File: src/design/ctt_pkg.sv
// Shared types, character codes and helpers for the config text tokenizer.
`timescale 1ns / 1ps

package ctt_pkg;

  // Token kinds
  localparam logic [1:0] KIND_IDENT  = 2'd0;
  localparam logic [1:0] KIND_STRING = 2'd1;
  localparam logic [1:0] KIND_END    = 2'd2;

  // Character codes the scanner reacts to
  localparam logic [7:0] CHAR_HASH      = 8'h23;
  localparam logic [7:0] CHAR_COMMA     = 8'h2C;
  localparam logic [7:0] CHAR_QUOTE     = 8'h22;
  localparam logic [7:0] CHAR_BACKSLASH = 8'h5C;
  localparam logic [7:0] CHAR_LF        = 8'h0A;
  localparam logic [7:0] CHAR_CR        = 8'h0D;
  localparam logic [7:0] CHAR_TAB       = 8'h09;
  localparam logic [7:0] CHAR_VT        = 8'h0B;
  localparam logic [7:0] CHAR_FF        = 8'h0C;
  localparam logic [7:0] CHAR_SPACE     = 8'h20;

  // Largest value of a 24-bit result field
  localparam logic [23:0] FIELD_MAX = 24'hFFFFFF;

  // One input transaction
  typedef struct packed {
    logic [7:0] data_byte;
    logic       has_byte;
    logic       is_last;
  } item_t;

  // One result transaction
  typedef struct packed {
    logic [1:0]  token_kind;
    logic [23:0] first_offset;
    logic [23:0] token_length;
    logic [23:0] newline_total;
    logic        too_long;
    logic        unterminated;
    logic        last_of_run;
  } result_t;

  // Up to two results written into the result queue in one cycle
  typedef struct packed {
    logic    valid_a;
    logic    valid_b;
    result_t res_a;
    result_t res_b;
  } push_t;

  // Whitespace test: space, tab, LF, CR, FF, VT
  function automatic logic is_blank(input logic [7:0] b);
    return (b == CHAR_SPACE) || (b == CHAR_TAB) || (b == CHAR_LF) ||
           (b == CHAR_CR) || (b == CHAR_FF) || (b == CHAR_VT);
  endfunction

  // Clamp a 32-bit count to the 24-bit field range
  function automatic logic [23:0] clamp24(input logic [31:0] v);
    return (v > 32'(FIELD_MAX)) ? FIELD_MAX : v[23:0];
  endfunction

endpackage

File: src/design/config_text_tokenizer_top.sv
// Top level of the config text tokenizer: scanner plus result queue.
//
//   channel  | valid      | stall      | payload   | transaction
//   ---------+------------+------------+-----------+-------------------------------
//   input    | data_valid | data_stall | data_item | one byte or end-of-data mark
//   output   | tok_valid  | tok_stall  | tok_item  | one token result
//
// One input transaction per cycle while data_stall is low; its results (zero to two)
// enter the result queue at that edge and reach the output behind any already queued.
// data_stall rises when the four-entry result queue has fewer than two free
// entries, so a stalled output holds the input back once three results are queued.
// rst is synchronous: scanner returns to between-tokens at offset zero, queue empties.
// After the end token every input transaction is taken and dropped until reset.
`timescale 1ns / 1ps

module config_text_tokenizer_top #(
  parameter int MAX_TOKEN_BYTES = 256,
  parameter int OFFSET_BITS     = 24
) (
  input  logic              clk,
  input  logic              rst,
  input  logic              data_valid,
  output logic              data_stall,
  input  ctt_pkg::item_t    data_item,
  output logic              tok_valid,
  input  logic              tok_stall,
  output ctt_pkg::result_t  tok_item
);

  logic           take;
  logic           full;
  ctt_pkg::push_t push;

  // Accept whenever the queue has two free entries
  assign data_stall = full;
  assign take       = data_valid && !full;

  ctt_scanner #(
    .MAX_TOKEN_BYTES (MAX_TOKEN_BYTES),
    .OFFSET_BITS     (OFFSET_BITS)
  ) u_scanner (
    .clk  (clk),
    .rst  (rst),
    .take (take),
    .item (data_item),
    .push (push)
  );

  ctt_result_queue u_queue (
    .clk       (clk),
    .rst       (rst),
    .push      (push),
    .full      (full),
    .tok_valid (tok_valid),
    .tok_stall (tok_stall),
    .tok_item  (tok_item)
  );

endmodule

File: src/design/ctt_scanner.sv
// Byte scanner: mode, offset and newline state, and token result generation.
`timescale 1ns / 1ps

module ctt_scanner #(
  parameter int MAX_TOKEN_BYTES = 256,
  parameter int OFFSET_BITS     = 24
) (
  input  logic            clk,
  input  logic            rst,
  input  logic            take,
  input  ctt_pkg::item_t  item,
  output ctt_pkg::push_t  push
);

  typedef enum logic [2:0] {
    MODE_IDLE,
    MODE_COMMENT,
    MODE_IDENT,
    MODE_STRING,
    MODE_ESCAPE,
    MODE_DONE,
    MODE_OWED
  } mode_t;

  localparam logic [OFFSET_BITS-1:0] POS_MAX = '1;

  mode_t                  mode, mode_byte, mode_next;
  logic [OFFSET_BITS-1:0] pos, pos_next;
  logic [OFFSET_BITS-1:0] start, start_next;
  logic [23:0]            nl, nl_next;
  logic [OFFSET_BITS-1:0] len_byte, len_end;
  logic                   live, lf, blank, lf_seen;
  logic                   c0v, c1v;
  ctt_pkg::result_t       c0, c1, c_end;
  ctt_pkg::push_t         push_raw;

  // Build one result; last_of_run is set afterwards
  function automatic ctt_pkg::result_t make_tok(
    input logic [1:0]             kind,
    input logic [OFFSET_BITS-1:0] st,
    input logic [OFFSET_BITS-1:0] ln,
    input logic [23:0]            nlc,
    input logic                   too,
    input logic                   unt
  );
    ctt_pkg::result_t r;
    r.token_kind    = kind;
    r.first_offset  = ctt_pkg::clamp24(32'(st));
    r.token_length  = ctt_pkg::clamp24(32'(ln));
    r.newline_total = nlc;
    r.too_long      = too;
    r.unterminated  = unt;
    r.last_of_run   = 1'b0;
    return r;
  endfunction

  function automatic logic over_max(input logic [OFFSET_BITS-1:0] ln);
    return 33'(ln) >= 33'(MAX_TOKEN_BYTES);
  endfunction

  // Byte step, then end-of-data step, then pack the results
  always_comb begin
    live       = (mode != MODE_DONE) && (mode != MODE_OWED);
    lf         = (item.data_byte == ctt_pkg::CHAR_LF);
    blank      = ctt_pkg::is_blank(item.data_byte);
    len_byte   = pos - start;
    mode_byte  = mode;
    start_next = start;
    lf_seen    = 1'b0;
    c0v        = 1'b0;
    c0         = '0;

    if (live && item.has_byte) begin
      unique case (mode)
        MODE_IDLE: begin
          if (item.data_byte == ctt_pkg::CHAR_HASH) begin
            mode_byte = MODE_COMMENT;
          end else if (blank) begin
            lf_seen = lf;
          end else begin
            start_next = pos;
            mode_byte  = (item.data_byte == ctt_pkg::CHAR_QUOTE) ? MODE_STRING : MODE_IDENT;
          end
        end
        MODE_COMMENT: begin
          if (lf) begin
            lf_seen   = 1'b1;
            mode_byte = MODE_IDLE;
          end
        end
        MODE_IDENT: begin
          if (blank || item.data_byte == ctt_pkg::CHAR_COMMA) begin
            c0v = 1'b1;
            c0  = make_tok(ctt_pkg::KIND_IDENT, start, len_byte, nl,
                           over_max(len_byte), 1'b0);
            if (item.data_byte == ctt_pkg::CHAR_COMMA) begin
              start_next = pos;
            end else begin
              lf_seen   = lf;
              mode_byte = MODE_IDLE;
            end
          end
        end
        MODE_STRING: begin
          if (item.data_byte == ctt_pkg::CHAR_QUOTE) begin
            // closing quote belongs to the token unless the offset is pinned
            c0v       = 1'b1;
            c0        = make_tok(ctt_pkg::KIND_STRING, start,
                                 (pos != POS_MAX) ? len_byte + 1'b1 : len_byte, nl,
                                 over_max(len_byte), 1'b0);
            mode_byte = MODE_IDLE;
          end else if (item.data_byte == ctt_pkg::CHAR_BACKSLASH) begin
            mode_byte = MODE_ESCAPE;
          end else begin
            lf_seen = lf;
          end
        end
        MODE_ESCAPE: begin
          lf_seen   = lf;
          mode_byte = MODE_STRING;
        end
        default: begin
        end
      endcase
    end

    nl_next  = (lf_seen && nl != ctt_pkg::FIELD_MAX) ? nl + 24'd1 : nl;
    pos_next = (live && item.has_byte && pos != POS_MAX) ? pos + 1'b1 : pos;
    len_end  = pos_next - start_next;

    // Close an open token at end of data
    c1v = live && item.is_last &&
          (mode_byte == MODE_IDENT || mode_byte == MODE_STRING || mode_byte == MODE_ESCAPE);
    c1  = make_tok((mode_byte == MODE_IDENT) ? ctt_pkg::KIND_IDENT : ctt_pkg::KIND_STRING,
                   start_next, len_end, nl_next, over_max(len_end),
                   mode_byte != MODE_IDENT);
    c_end = make_tok(ctt_pkg::KIND_END, pos_next, '0, nl_next, 1'b0, 1'b0);

    push_raw  = '0;
    mode_next = mode_byte;
    if (mode == MODE_OWED) begin
      push_raw.valid_a = 1'b1;
      push_raw.res_a   = c_end;
      mode_next        = MODE_DONE;
    end else if (live) begin
      if (c0v) begin
        push_raw.valid_a = 1'b1;
        push_raw.res_a   = c0;
        push_raw.valid_b = c1v || item.is_last;
        push_raw.res_b   = c1v ? c1 : c_end;
      end else if (c1v) begin
        push_raw.valid_a = 1'b1;
        push_raw.res_a   = c1;
        push_raw.valid_b = 1'b1;
        push_raw.res_b   = c_end;
      end else if (item.is_last) begin
        push_raw.valid_a = 1'b1;
        push_raw.res_a   = c_end;
      end
      if (item.is_last) begin
        mode_next = (c0v && c1v) ? MODE_OWED : MODE_DONE;
      end
    end

    // Mark the final result of this transaction
    if (push_raw.valid_b) begin
      push_raw.res_b.last_of_run = 1'b1;
    end else if (push_raw.valid_a) begin
      push_raw.res_a.last_of_run = 1'b1;
    end

    push         = push_raw;
    push.valid_a = push_raw.valid_a && take;
    push.valid_b = push_raw.valid_b && take;
  end

  // Hold scan state; advance on each accepted transaction
  always_ff @(posedge clk) begin
    if (rst) begin
      mode  <= MODE_IDLE;
      pos   <= '0;
      start <= '0;
      nl    <= '0;
    end else if (take) begin
      mode  <= mode_next;
      pos   <= pos_next;
      start <= start_next;
      nl    <= nl_next;
    end
  end

`ifndef SYNTH
  a_b_needs_a: assert property (@(posedge clk) disable iff (rst)
    push.valid_b |-> push.valid_a)
    else $error("second result pushed without a first");

  a_done_sticks: assert property (@(posedge clk) disable iff (rst)
    mode == MODE_DONE |=> mode == MODE_DONE)
    else $error("scanner left the done mode");

  a_owed_end: assert property (@(posedge clk) disable iff (rst)
    (take && mode == MODE_OWED) |->
      (push.valid_a && !push.valid_b && push.res_a.token_kind == ctt_pkg::KIND_END))
    else $error("owed end token not sent alone");
`endif

endmodule

File: src/design/ctt_result_queue.sv
// Four-entry result queue: up to two writes and one read per cycle.
`timescale 1ns / 1ps

module ctt_result_queue (
  input  logic              clk,
  input  logic              rst,
  input  ctt_pkg::push_t    push,
  output logic              full,
  output logic              tok_valid,
  input  logic              tok_stall,
  output ctt_pkg::result_t  tok_item
);

  localparam int DEPTH = 4;
  localparam int PW    = $clog2(DEPTH);

  ctt_pkg::result_t mem [DEPTH];
  logic [PW-1:0]    rd_ptr, wr_ptr, wr_ptr_b;
  logic [PW:0]      count, count_next;
  logic [1:0]       n_push;
  logic             pop;

  // Show the head entry; stall the scanner unless two slots are free
  always_comb begin
    tok_valid  = (count != '0);
    tok_item   = mem[rd_ptr];
    full       = count > (PW+1)'(DEPTH - 2);
    pop        = tok_valid && !tok_stall;
    n_push     = 2'(push.valid_a) + 2'(push.valid_b);
    wr_ptr_b   = wr_ptr + 1'b1;
    count_next = count + (PW+1)'(n_push) - (PW+1)'(pop);
  end

  // Advance pointers and count
  always_ff @(posedge clk) begin
    if (rst) begin
      rd_ptr <= '0;
      wr_ptr <= '0;
      count  <= '0;
    end else begin
      if (pop) begin
        rd_ptr <= rd_ptr + 1'b1;
      end
      wr_ptr <= wr_ptr + PW'(n_push);
      count  <= count_next;
    end
  end

  // Write entries
  always_ff @(posedge clk) begin
    if (push.valid_a) begin
      mem[wr_ptr] <= push.res_a;
    end
    if (push.valid_b) begin
      mem[wr_ptr_b] <= push.res_b;
    end
  end

`ifndef SYNTH
  a_count_bound: assert property (@(posedge clk) disable iff (rst)
    count <= (PW+1)'(DEPTH))
    else $error("result queue count exceeds depth");

  a_room_on_push: assert property (@(posedge clk) disable iff (rst)
    push.valid_a |-> count <= (PW+1)'(DEPTH - 2))
    else $error("results pushed without two free entries");
`endif

endmodule
File: config.mk
export PLATFORM = sky130hd
export DESIGN_NAME = config_text_tokenizer_top
export DESIGN_NICKNAME = d
export VERILOG_FILES = /design/src/design/ctt_pkg.sv /design/src/design/config_text_tokenizer_top.sv /design/src/design/ctt_scanner.sv /design/src/design/ctt_result_queue.sv
export SDC_FILE = /design/constraint.sdc
export NUM_CORES = 1
export LEC_CHECK = 0
export ABC_AREA = 1
export BUFFER_PORTS_ARGS = -buffer_cell sky130_fd_sc_hd__buf_2
export CORE_UTILIZATION = 60
export DETAILED_ROUTE_END_ITERATION = 8
export HOLD_SLACK_MARGIN = 0.1
export PLACE_DENSITY = 0.78
export SYNTH_ARGS = -nofsm -noshare
export SYNTH_HDL_FRONTEND = slang
export SYNTH_HIERARCHICAL = 1
export SYNTH_SLANG_ARGS = --single-unit
export TNS_END_PERCENT = 1
File: constraint.sdc
create_clock -name clk -period 12.4 [get_ports clk]
set_clock_uncertainty 0.05 [all_clocks]
set_input_delay 1.86 -clock clk [delete_from_list [all_inputs] [get_ports clk]]
set_output_delay 1.86 -clock clk [all_outputs]
set_load 0.1 [all_outputs]
==> out/results.ini <==
[global_route]
grt_util_all_layers_pct=34.8
grt_pass1_wl_mm=121
overflow=0
antenna_found_initial=0
grt_max_degree=109
grt_pass1_vias=22600

[setup_path]
crit_path_max_fanout=76
worstSetupPathType=primary input to flip-flop
worstSetupEndpointType=flip-flop
r2r_slack_ns=6.79
cp_data_required_time_ns=12.55
start_kind=primary input
reg2reg_to=u_queue/mem[2][49]$_DFFE_PP_
worstPathArrival_ns=6.76
timing.rr.start=u_scanner/pos[1]$_SDFFE_PP0P_
reg2reg_depth=26

[timing]
period_share_pct=53.3
max_freq_ghz=0.151
final-max-slew-violation-count=0
rsz0062_at_grt=false
hold_viol=0
timing.slew.headroom_pct=22.1
setup_tns_ns=0
final-setup-viol-count=0
fin_crit_ns=6.61
setup_slack_ns=5.79
worstMarginPinSlew_ns=1.17

[synthesis]
syn_area_sq_um=25900
synth.distinct_cells=62
synth.most_common_cell=nand2_1
synth-seq-cells=392
synthFlopType=edfxtp_1
syn_inst=3420
yosys.area.top_type=edfxtp_1
ys_seq_area_share_pct=42.2
avgSynthCellArea_sq_um=7.57
async_flop_share_pct=0
yosysWarnings=6
synth.area.top_cells=edfxtp_1, o21ai_0, nand2_1, dfxtp_1, inv_1
synth_edf_count=308
netlist.area_leader.share_pct=35.7
synth_common_cells=nand2_1, o21ai_0, inv_1

[detailed_routing]
detail_route.iter0.violations=2546
post_drt_wl_per_cell_um=19.6
vias_per_cell=6.18
vias=24500
ant_nets=0
drc=0
wirelength_mm=77.6
dr.pass1.iters=6

[outcome]
status=finished, final reports clean

[place]
placed_area_sq_um=26300
dp_slack_ns=5.32
io_buffers=92
place_congestion=1.01
dp_hpwl_mm=51.8

[clock_network]
clk_pin_slew_ns=0.06
cts_setup_buffers=0
cts_buffers=43
cts_resized=0
cts_tree=yes
cts_hold_repair.buffers=0
clock_path_buffers=3
cts_root_buf=clkbuf_16
ctsHtreeMaxLevel=2
clk-insertion-delay-late_ns=0.58
clock-sinks=392

[floorplanning]
core_region_area_sq_um=42200
row_count=75
dieArea_sq_um=44000
start_util_pct=61.3
die_w_um=210
die_y_um=210
ios=93

[worst_hold_path]
hp-class=flip-flop to flip-flop
worstHoldPathCells=2
min_from=u_queue/rd_ptr[0]$_SDFFE_PP0P_
whs_endpoint=u_queue/rd_ptr[0]$_SDFFE_PP0P_

[cells_and_area]
antenna_cells=0
nNetsFinal=3455
final_area_sq_um=27800
syn2layout_area_growth_pct=7.44
fill_cells=3608
drive_gt1_share_pct=8.31

[power]
cellLeakagePower_nw=10.8
peakVddDrop_uv=189
power.density_nw_per_um2=244
p_total_mw=6.77

[run]
cap_viol_max_count=0

-- cells in the final DEF (no fill, tap or decap), drive strengths merged, types with 7 or more instances in the layout --
master,netlist,final
a211oi,9,9
a21oi,171,171
a31oi,7,7
a32oi,9,9
buf,74,121
clkbuf,128,52
clkinv,3,16
dfxtp,84,84
edfxtp,308,308
ha,53,53
inv,410,413
nand2,677,677
nand3,138,138
nand4,43,43
nor2,340,340
nor3,32,32
nor4,12,12
o211ai,30,30
o21ai,648,648
o221ai,24,24
o22ai,110,110
xnor2,17,17
xor2,54,54
-- worst max path at each step --
stage	startpoint	to	slack, ns	cells after the start
2_1_floorplan	data_item[8]	u_queue/mem[3][0]$_DFFE_PP_	2.34	14
3_3_place_gp	data_item[8]	u_queue/mem[0][41]$_DFFE_PP_	5.51	14
3_5_place_dp	data_item[8]	u_queue/mem[0][41]$_DFFE_PP_	5.32	14
4_1_cts	data_item[8]	u_queue/mem[0][45]$_DFFE_PP_	5.90	14
5_1_grt	data_item[6]	u_queue/mem[2][49]$_DFFE_PP_	5.45	25
6_report	data_item[8]	u_queue/mem[0][41]$_DFFE_PP_	5.79	14
-- registers in the layout, summed over array words and instances (netlist names), named ones only --
| name | count |
|---|---|
| u_scanner/pos | 24 |
| u_scanner/mode | 3 |
| u_queue/wr_ptr | 2 |
| u_scanner/nl | 24 |
| u_queue/mem | 308 |
| u_queue/rd_ptr | 2 |
| u_scanner/start | 24 |
| u_queue/count | 3 |
-- critical path, cell delays in order --
cell,delay (ns)
buf_2,0.10
inv_1,0.08
nand2_2,0.09
nor2_2,0.24
nand3_1,0.16
nor2_1,0.20
buf_4,0.27
inv_1,0.26
a21oi_4,0.26
o21ai_0,0.21
nor2_1,0.67
nand3_4,0.77
nand2_4,0.77
buf_4,0.71
-- where the power goes --
| group | leakage, nW | internal (mW) | switching (mW) |
|---|---|---|---|
| clock network | 0.723 | 0.811 | 0.553 |
| registers | 3.57 | 1.68 | 0.122 |
| logic | 6.48 | 0.820 | 2.79 |
| total | 10.8 | 3.31 | 3.46 |
-- kinds of logic after synthesis --
logic type | after synthesis | synth area share [%]
AND/OR/NAND/NOR | 1254 | 20.5
XOR/XNOR | 71 | 2.58
adder cells (fa/ha/maj) | 56 | 2.80
other | 1 | 0.0145
multiplexers | 1 | 0.0387
AO/OA/AOI/OAI | 1030 | 21.8
flip-flops | 392 | 42.2
buffers and inverters | 615 | 10.0
-- final cells by class --
type / instances / area, sq um / area share (%)
clock inverters: 25 / 295 / 1.06
clock buffers: 52 / 1190 / 4.29
repair buffers: 121 / 678 / 2.44
multi-input cells: 2414 / 12500 / 44.8
inverters: 413 / 1560 / 5.60
well taps: 539 / 674 / 2.43
flip-flops and latches: 392 / 10900 / 39.3
-- stage by stage --
stage | util [%] | std cells | hold slack [ns]
2_1_floorplan | - | 3421 | 0.398
3_5_place_dp | 62.3 | 3879 | 0.424
4_1_cts | 65.8 | 3956 | 0.448
5_1_grt | 65.8 | 3956 | 0.485
6_report | 65.8 | 3956 | 0.452
3_3_place_gp | 62.3 | 3879 | 0.411
-- routing by layer --
layer	GRT usage [%]	routed length [um]
met1	45.6	31300
met2	59.0	37400
met3	4.32	6170
met4	13.7	2760
met5	0	0
(Power assumes the default switching activity.)
